## config.mk

```make
export PLATFORM = sky130hd
export DESIGN_NAME = flagged_integer_alu_core
export DESIGN_NICKNAME = d
export VERILOG_FILES = /design/src/fia_pkg.sv /design/src/fia_ctrl.sv /design/src/fia_dp.sv /design/src/flagged_integer_alu_core.sv
export SDC_FILE = /design/constraint.sdc
export NUM_CORES = 2
export LEC_CHECK = 0
export BUFFER_PORTS_ARGS = -buffer_cell sky130_fd_sc_hd__buf_2
export CAP_MARGIN = 30
export CORE_MARGIN = 5
export CORE_UTILIZATION = 63
export CTS_CLUSTER_SIZE = 10
export DETAILED_ROUTE_END_ITERATION = 6
export MAX_ROUTING_LAYER = met4
export PLACE_DENSITY = 0.8
export SLEW_MARGIN = 20
export SYNTH_ARGS = -nofsm -noshare
export SYNTH_HDL_FRONTEND = slang
export SYNTH_SLANG_ARGS = --single-unit
export TNS_END_PERCENT = 50
```

## constraint.sdc

```tcl
create_clock -name clk -period 14.86 [get_ports clk]
set_clock_uncertainty 0.15 [all_clocks]
set_input_delay 0 -clock clk [delete_from_list [all_inputs] [get_ports clk]]
set_output_delay 0 -clock clk [all_outputs]
set_load 0.03 [all_outputs]
```

## src/fia_pkg.sv

```systemverilog
// Shared types and constants for the flagged integer ALU.
`default_nettype none

package fia_pkg;

    localparam int DATA_BITS  = 32;   // width of the result ports
    localparam int A_BITS     = 64;   // width of operand_a / dividend
    localparam int DIV_STEPS  = 2;    // quotient bits retired per cycle
    localparam int DIV_CYCLES = A_BITS / DIV_STEPS;
    localparam int CNT_BITS   = $clog2(DIV_CYCLES);

    typedef enum logic [3:0] {
        FUNC_ADD = 4'd0,
        FUNC_SUB = 4'd1,
        FUNC_MUL = 4'd2,
        FUNC_DIV = 4'd3,
        FUNC_MOD = 4'd4,
        FUNC_AND = 4'd5,
        FUNC_OR  = 4'd6,
        FUNC_XOR = 4'd7,
        FUNC_ASL = 4'd8,
        FUNC_ROT = 4'd9,
        FUNC_INC = 4'd10,
        FUNC_DEC = 4'd11,
        FUNC_NOT = 4'd12
    } func_t;

    typedef struct packed {
        logic borrow;
        logic carry;
        logic overflow;
        logic negative;
        logic zero;
    } flags_t;

    // controller -> datapath
    typedef struct packed {
        logic load;
        logic mul_step;
        logic div_step;
        logic commit;
    } fia_cmd_t;

    // datapath -> controller
    typedef struct packed {
        logic op_div;
        logic op_mul;
        logic out_free;
    } fia_sts_t;

endpackage

`default_nettype wire

```

## src/fia_ctrl.sv

```systemverilog
// Sequencing state machine for the flagged integer ALU.
`default_nettype none

module fia_ctrl
    import fia_pkg::*;
(
    input  wire logic     clk,
    input  wire logic     rst_n,
    input  wire logic     in_valid,
    output logic          in_ready,
    input  wire fia_sts_t sts,
    output fia_cmd_t      cmd
);

    typedef enum logic [3:0] {
        S_IDLE = 4'b0001,
        S_MUL  = 4'b0010,
        S_DIV  = 4'b0100,
        S_DONE = 4'b1000
    } state_t;

    state_t                state_reg, state_next;
    logic [CNT_BITS-1:0]   count_reg, count_next;

    always_comb
    begin
        state_next = state_reg;
        count_next = count_reg;
        cmd        = '0;
        in_ready   = 1'b0;
        unique case (state_reg)
            S_IDLE:
            begin
                in_ready = 1'b1;
                if (in_valid)
                begin
                    cmd.load   = 1'b1;
                    count_next = '0;
                    if (sts.op_div)
                        state_next = S_DIV;
                    else if (sts.op_mul)
                        state_next = S_MUL;
                    else
                        state_next = S_DONE;
                end
            end
            S_MUL:
            begin
                cmd.mul_step = 1'b1;
                state_next   = S_DONE;
            end
            S_DIV:
            begin
                cmd.div_step = 1'b1;
                count_next   = count_reg + 1'b1;
                if (count_reg == CNT_BITS'(DIV_CYCLES - 1))
                    state_next = S_DONE;
            end
            S_DONE:
            begin
                // wait for the output register to free up
                if (sts.out_free)
                begin
                    cmd.commit = 1'b1;
                    state_next = S_IDLE;
                end
            end
            default:
            begin
                state_next = S_IDLE;
            end
        endcase
    end

    always_ff @(posedge clk or negedge rst_n)
    begin
        if (!rst_n)
        begin
            state_reg <= S_IDLE;
            count_reg <= '0;
        end
        else
        begin
            state_reg <= state_next;
            count_reg <= count_next;
        end
    end

endmodule

`default_nettype wire

```

## src/fia_dp.sv

```systemverilog
// Datapath: operand registers, multiplier, radix-4 divider, result and flag logic.
`default_nettype none

module fia_dp
    import fia_pkg::*;
#(
    parameter int WORD_BITS = 32
)
(
    input  wire logic                 clk,
    input  wire logic                 rst_n,
    input  wire logic [3:0]           func,
    input  wire logic [A_BITS-1:0]    operand_a,
    input  wire logic [DATA_BITS-1:0] operand_b,
    input  wire fia_cmd_t             cmd,
    output fia_sts_t                  sts,
    input  wire logic                 out_ready,
    output logic                      out_valid,
    output logic [DATA_BITS-1:0]      result_low,
    output logic [DATA_BITS-1:0]      result_high,
    output flags_t                    flags
);

    localparam int W = WORD_BITS;

    // five-bit amount modulo W, at most four subtractions
    function automatic logic [4:0] rot_amount(input logic [4:0] amt);
        logic [4:0] k;
        k = amt;
        for (int i = 0; i < 4; i++)
        begin
            if ({1'b0, k} >= 6'(W))
                k = 5'({1'b0, k} - 6'(W));
        end
        return k;
    endfunction

    func_t               func_reg;
    logic [W-1:0]        a_reg;
    logic [W-1:0]        b_reg;
    logic [W-1:0]        ub_reg;
    logic [W-1:0]        rem_reg, rem_next;
    logic [A_BITS-1:0]   dvd_reg, dvd_next;
    logic                na_reg;
    logic                nb_reg;
    logic signed [2*W-1:0] prod_reg;
    logic signed [2*W-1:0] prod_mul;
    logic signed [W-1:0] a_s;
    logic signed [W-1:0] b_s;
    logic                out_valid_reg;
    logic [DATA_BITS-1:0] result_low_reg;
    logic [DATA_BITS-1:0] result_high_reg;
    flags_t              flags_reg, flags_next;
    logic [W-1:0]        r;
    logic [W-1:0]        hi;
    logic [W:0]          sum_w;
    logic [W:0]          diff_w;
    logic [W-1:0]        sign_w;
    logic [W-1:0]        q_w;
    logic [4:0]          rot_k;
    logic [2*W-1:0]      rot_wide;
    logic [W-1:0]        b_in;

    assign b_in       = operand_b[W-1:0];
    assign sts.op_div = (func == FUNC_DIV) || (func == FUNC_MOD);
    assign sts.op_mul = (func == FUNC_MUL);
    assign sts.out_free = !out_valid_reg || out_ready;

    assign a_s      = a_reg;
    assign b_s      = b_reg;
    assign prod_mul = a_s * b_s;

    // two restoring steps per cycle
    always_comb
    begin
        logic [W:0] t;
        rem_next = rem_reg;
        dvd_next = dvd_reg;
        for (int i = 0; i < DIV_STEPS; i++)
        begin
            t        = {rem_next, dvd_next[A_BITS-1]};
            dvd_next = {dvd_next[A_BITS-2:0], 1'b0};
            if (t >= {1'b0, ub_reg})
            begin
                rem_next    = W'(t - {1'b0, ub_reg});
                dvd_next[0] = 1'b1;
            end
            else
            begin
                rem_next = t[W-1:0];
            end
        end
    end

    assign sign_w   = {1'b1, {(W-1){1'b0}}};
    assign sum_w    = {1'b0, a_reg} + {1'b0, b_reg};
    assign diff_w   = {1'b0, a_reg} - {1'b0, b_reg};
    assign q_w      = dvd_reg[W-1:0];
    assign rot_k    = rot_amount(b_reg[4:0]);
    assign rot_wide = {a_reg, a_reg} << rot_k;

    always_comb
    begin
        r          = '0;
        hi         = '0;
        flags_next = flags_reg;
        unique case (func_reg)
            FUNC_ADD:
            begin
                r                   = sum_w[W-1:0];
                flags_next.carry    = sum_w[W];
                flags_next.overflow = (a_reg[W-1] == b_reg[W-1]) && (r[W-1] != a_reg[W-1]);
            end
            FUNC_SUB:
            begin
                r                   = diff_w[W-1:0];
                flags_next.borrow   = diff_w[W];
                flags_next.overflow = (a_reg[W-1] != b_reg[W-1]) && (r[W-1] != a_reg[W-1]);
            end
            FUNC_MUL:
            begin
                r  = prod_reg[W-1:0];
                hi = prod_reg[2*W-1:W];
            end
            FUNC_DIV:
            begin
                if (ub_reg == '0)
                    r = '0;
                else if (na_reg != nb_reg)
                    r = W'(-q_w);
                else
                    r = q_w;
            end
            FUNC_MOD:
            begin
                if (ub_reg == '0)
                    r = '0;
                else if (na_reg)
                    r = W'(-rem_reg);
                else
                    r = rem_reg;
            end
            FUNC_AND: r = a_reg & b_reg;
            FUNC_OR:  r = a_reg | b_reg;
            FUNC_XOR: r = a_reg ^ b_reg;
            FUNC_ASL: r = (a_reg << b_reg[4:0]) | (a_reg & sign_w);
            FUNC_ROT: r = rot_wide[2*W-1:W];
            FUNC_INC:
            begin
                r                   = W'(a_reg + 1'b1);
                flags_next.overflow = (a_reg == ~sign_w);
                flags_next.carry    = (r == '0);
            end
            FUNC_DEC:
            begin
                r                   = W'(a_reg - 1'b1);
                flags_next.overflow = (a_reg == sign_w);
                flags_next.borrow   = (a_reg == '0);
            end
            FUNC_NOT: r = ~a_reg;
            default:
            begin
                r  = '0;
                hi = '0;
            end
        endcase

        // zero / negative: full product for mul, zero only for rot
        if (func_reg == FUNC_MUL)
        begin
            flags_next.zero     = (prod_reg == '0);
            flags_next.negative = prod_reg[2*W-1];
        end
        else if (func_reg == FUNC_ROT)
        begin
            flags_next.zero = (r == '0);
        end
        else if (func_reg <= FUNC_NOT)
        begin
            flags_next.zero     = (r == '0);
            flags_next.negative = r[W-1];
        end
    end

    // operand and working registers
    always_ff @(posedge clk)
    begin
        if (cmd.load)
        begin
            func_reg <= func_t'(func);
            a_reg    <= operand_a[W-1:0];
            b_reg    <= b_in;
            na_reg   <= operand_a[A_BITS-1];
            nb_reg   <= b_in[W-1];
            ub_reg   <= b_in[W-1] ? W'(-b_in) : b_in;
            dvd_reg  <= operand_a[A_BITS-1] ? A_BITS'(-operand_a) : operand_a;
            rem_reg  <= '0;
        end
        else if (cmd.div_step)
        begin
            dvd_reg <= dvd_next;
            rem_reg <= rem_next;
        end
        if (cmd.mul_step)
            prod_reg <= prod_mul;
        if (cmd.commit)
        begin
            result_low_reg  <= DATA_BITS'(r);
            result_high_reg <= DATA_BITS'(hi);
        end
    end

    // output valid and status flags
    always_ff @(posedge clk or negedge rst_n)
    begin
        if (!rst_n)
        begin
            out_valid_reg <= 1'b0;
            flags_reg     <= '0;
        end
        else
        begin
            if (cmd.commit)
            begin
                out_valid_reg <= 1'b1;
                flags_reg     <= flags_next;
            end
            else if (out_ready)
            begin
                out_valid_reg <= 1'b0;
            end
        end
    end

    assign out_valid   = out_valid_reg;
    assign result_low  = result_low_reg;
    assign result_high = result_high_reg;
    assign flags       = flags_reg;

endmodule

`default_nettype wire

```

## src/flagged_integer_alu_core.sv

```systemverilog
// Top level of the flagged integer ALU: controller plus datapath.
// From accept to result valid: load, then multiply (mul) or divide loop (div/mod),
// then done, which waits for a free output register. Div/mod use the shared
// divider that retires two quotient bits per cycle over the 64-bit dividend.
// A new item is taken while the previous result still waits in the output register.
// Reset (rst_n low, async) clears the controller, the output valid and all five flags.
`default_nettype none

module flagged_integer_alu_core
    import fia_pkg::*;
#(
    parameter int WORD_BITS = 32
)
(
    input  wire logic                 clk,
    input  wire logic                 rst_n,

    // input channel
    input  wire logic                 in_valid,
    output logic                      in_ready,
    input  wire logic [3:0]           func,
    input  wire logic [A_BITS-1:0]    operand_a,
    input  wire logic [DATA_BITS-1:0] operand_b,

    // output channel
    output logic                      out_valid,
    input  wire logic                 out_ready,
    output logic [DATA_BITS-1:0]      result_low,
    output logic [DATA_BITS-1:0]      result_high,
    output logic                      flag_zero,
    output logic                      flag_negative,
    output logic                      flag_overflow,
    output logic                      flag_carry,
    output logic                      flag_borrow
);

    fia_cmd_t cmd;
    fia_sts_t sts;
    flags_t   flags;

    // Controller: one item at a time. Idle -> (mul | div loop) -> done,
    // and done holds until the output register can take the result.
    fia_ctrl u_ctrl (
        .clk      (clk),
        .rst_n    (rst_n),
        .in_valid (in_valid),
        .in_ready (in_ready),
        .sts      (sts),
        .cmd      (cmd)
    );

    // Datapath: operand capture, registered multiply, iterative divide,
    // final result mux, flag update and output register.
    fia_dp #(
        .WORD_BITS (WORD_BITS)
    ) u_dp (
        .clk         (clk),
        .rst_n       (rst_n),
        .func        (func),
        .operand_a   (operand_a),
        .operand_b   (operand_b),
        .cmd         (cmd),
        .sts         (sts),
        .out_ready   (out_ready),
        .out_valid   (out_valid),
        .result_low  (result_low),
        .result_high (result_high),
        .flags       (flags)
    );

    // flags shown with a result are the status register after that result
    assign flag_zero     = flags.zero;
    assign flag_negative = flags.negative;
    assign flag_overflow = flags.overflow;
    assign flag_carry    = flags.carry;
    assign flag_borrow   = flags.borrow;

`ifndef SYNTHESIS
    // only one datapath command at a time
    a_cmd_excl: assert property (@(posedge clk) disable iff (!rst_n)
        $onehot0({cmd.load, cmd.mul_step, cmd.div_step, cmd.commit}))
        else $error("more than one datapath command active");

    // a result is only committed into a free output register
    a_commit_free: assert property (@(posedge clk) disable iff (!rst_n)
        cmd.commit |-> (!out_valid || out_ready))
        else $error("commit overwrote a pending result");

    // a commit always presents a result in the next cycle
    a_commit_valid: assert property (@(posedge clk) disable iff (!rst_n)
        cmd.commit |=> out_valid)
        else $error("committed result not presented");

    // after a transfer in, the block stops taking items until it finishes
    a_one_item: assert property (@(posedge clk) disable iff (!rst_n)
        (in_valid && in_ready) |=> !in_ready)
        else $error("second item taken while busy");
`endif

endmodule

`default_nettype wire
```

==> impl_metrics.env <==
export IMPL_rrSetupSlack_ps=3890
export IMPL_wl_met3_mm=40.02
export IMPL_design_portCount=175
export IMPL_top_layer_used="met4"
export IMPL_root_buffer="clkbuf_16"
export IMPL_grt_overflow_total=0
export IMPL_syn_to_final_growth_pct=9.032
export IMPL_synth_seq_cells=339
export IMPL_fin_area_um2=69860
export IMPL_cts_inserted_buffers=46
export IMPL_synth_seq_area_share_pct=15.27
export IMPL_worstSetupEndpointType="register"
export IMPL_wl_per_cell_um=31.11
export IMPL_placeableCoreArea_um2=101400
export IMPL_synth_top_cell_area_share_pct=33.93
export IMPL_required_ps=15100
export IMPL_ys_types=90
export IMPL_setup_viol_count_final=0
export IMPL_max_freq_ghz=0.09117
export IMPL_ant_nets=0
export IMPL_postCtsHoldBufs=174
export IMPL_final_max_slew_viol_count=0
export IMPL_vias_per_cell=6.835
export IMPL_critPathLaunchType="register"
export IMPL_min_period_ps=10970
export IMPL_die_w_um=328.9
export IMPL_slew_headroom_pct=24.58
export IMPL_ys_top_cells_by_area="fa_1 34%, edfxtp_1 14%, ha_1 7.0%"
export IMPL_synth_area_um2=64070
export IMPL_start_util_pct=63.15
export IMPL_synth_edff_count=292
export IMPL_wl_met1_mm=91.98
export IMPL_critPathKind="reg2reg"
export IMPL_layout_setup_ws_ps=3892
export IMPL_die_area_um2=108200
export IMPL_rsz0062_at_grt="false"
export IMPL_die_h_um=328.9
export IMPL_dp_slack_ps=4477
export IMPL_nets=8900
export IMPL_clockBufferDepth=3
export IMPL_status="complete, but fails checks"
export IMPL_finalWirelength_mm=273.2
export IMPL_htreeDepth=2
export IMPL_drc=17
export IMPL_dp_hpwl_mm=205.0
export IMPL_rows=117
export IMPL_port_buffers=174
export IMPL_wl_met2_mm=114.5
export IMPL_synthCells=7192
export IMPL_antenna_found_initial=16
export IMPL_first_pass_iters=7
export IMPL_cts_setup_buffers=0
export IMPL_synth_ff_type="edfxtp_1"
export IMPL_setup_tns_ps=0
export IMPL_finalCritPeriodShare_pct=73.81
export IMPL_hold_viol=0
export IMPL_syn_nets=8738
export IMPL_post_cts_resized=0
export IMPL_async_flop_share_pct=4.425
export IMPL_cap_violations=0
export IMPL_placed_area_um2=66500
export IMPL_drt_iter0_markers=8686
export IMPL_min_path_type="in2reg"
export IMPL_grt_max_degree=75
export IMPL_synth_top_cell_by_area="fa_1"
export IMPL_grt_pass1_vias=61030
export IMPL_holdWs_ps=29.79
export IMPL_cts_tree="done"
export IMPL_grt_pass1_wl_mm=397.4
export IMPL_gp_congestion=1.109
export IMPL_track_usage_pct=51.65
export IMPL_tightest_slew_ps=1122
export IMPL_path_clk_slew_ps=60
export IMPL_synth_avg_cell_area_um2=8.908
export IMPL_cts_sinks=339
export IMPL_clk_latency_ps=690
export IMPL_critical_path_max_fanout=18
export IMPL_vias=60020
export IMPL_worstPathArrival_ps=11210
export IMPL_yosys_warnings=0
export IMPL_violations="design-rule violations"
export IMPL_drive_gt1_share_pct=7.292
-- cell type report --
type / instances / area, um^2
clock inverter: 17 / 195.2
clock buffer: 69 / 1257
timing repair buffer: 529 / 4010
inverter: 1126 / 4230
fill: 7681 / 31590
multi-input combinational: 5312 / 48610
tap: 1368 / 1712
sequential: 339 / 9786
antenna: 22 / 55.05
-- cells in the mapped netlist, types with 11 or more instances --
cell type,n
a221o_1,20
o21a_1,35
dfrtp_1,14
nand3_1,92
a221oi_1,26
a21o_1,78
edfxtp_1,292
or3_1,63
a311oi_1,11
nor2b_1,37
clkinv_1,19
a22oi_1,28
mux2i_1,71
and3_1,31
a21oi_1,239
nand2b_1,47
and2_1,52
fa_1,1086
dfxtp_1,32
a211oi_1,36
o211ai_1,33
a211o_1,21
or2_2,18
o31ai_1,54
o41ai_1,27
o21bai_1,18
mux4_2,24
a31oi_1,30
inv_1,1100
ha_1,356
nand2_1,790
mux2_2,27
o22ai_1,71
o21ai_0,299
buf_1,88
xnor2_1,180
o221ai_1,25
nor4_1,79
xor2_1,141
nand4_1,58
or4_1,30
nor2_1,776
nor3_1,101
clkbuf_1,321
-- cell usage in the layout, fill, tap and decap left out, types with 37 or more instances in the layout --
cell	count
and2_1	52
inv_1	1097
a21oi_1	239
dlygate4sd3_1	174
buf_2	175
nor2_1	776
clkbuf_16	46
o22ai_1	71
nor4_1	74
nand2b_1	47
nand4_1	58
xor2_1	141
nand2_1	789
o31ai_1	54
ha_1	356
mux2i_1	71
edfxtp_1	292
fa_1	1086
nor2b_1	37
or3_1	63
a21o_1	78
o21ai_0	299
xnor2_1	180
nor3_1	97
nand3_1	92
buf_4	172
-- per-stage QoR --
| stage | cells | utilization (%) |
|---|---|---|
| 3_3_place_gp | 8490 | 65.52 |
| 4_1_cts | 8754 | 68.70 |
| 2_1_floorplan | 7192 | - |
| 6_report | 8782 | 68.86 |
| 3_5_place_dp | 8494 | 65.55 |
| 5_1_grt | 8772 | 68.83 |
-- logic make-up (layout without fill, tap and decap cells) --
group	Yosys count	after routing	share of synthesized area, %
xor+xnor	321	321	4.388
mux	122	122	2.427
buf+inv	1541	1741	9.040
flops	339	339	15.27
fa+ha+maj	1442	1442	40.89
simple gates	2231	2231	15.59
compound gates	1196	1196	12.39
other cells	0	22	0
-- worst paths after layout --
| path | endpoint | cells past startpoint | from |
|---|---|---|---|
| min reg2reg | u_ctrl.count_reg[2] | 1 | u_ctrl.count_reg[2] |
| max reg2reg | u_dp.prod_reg[63] | 26 | u_dp.b_reg[8] |
| max in group asynchronous | u_ctrl.state_reg[0] | 4 | rst_n |
| max | u_dp.prod_reg[63] | 26 | u_dp.b_reg[8] |
| min in group asynchronous | u_ctrl.count_reg[4] | 3 | rst_n |
| min | u_dp.a_reg[11] | 2 | operand_a[11] |
-- worst max-delay path, cell delays in order, from the launching register on --
cell and delay (ps):
edfxtp_1 1030, clkinv_1 1060, nor2_1 420, fa_1 500, fa_1 570, inv_1 60
fa_1 490, fa_1 540, inv_1 60, fa_1 560, fa_1 440, fa_1 510
fa_1 430, ha_1 370, a21oi_1 150, o21ai_0 170, a21o_1 220, a21oi_1 200
o21ai_0 130, o221ai_1 770, o21ai_0 220, buf_4 220, a311oi_1 500, o31ai_1 250
a221oi_1 360, o21bai_1 120, xnor2_1 140
-- per-layer routing --
layer / vias up / GRT usage (%)
li1: 23930 / -
met4: 0 / 36.36
met5: - / -
met1: 29330 / 61.63
met2: 5123 / 73.19
met3: 1640 / 18.16
Power is not shown: default switching activity piles up to over one toggle a cycle in this logic, so the estimate is an artifact.
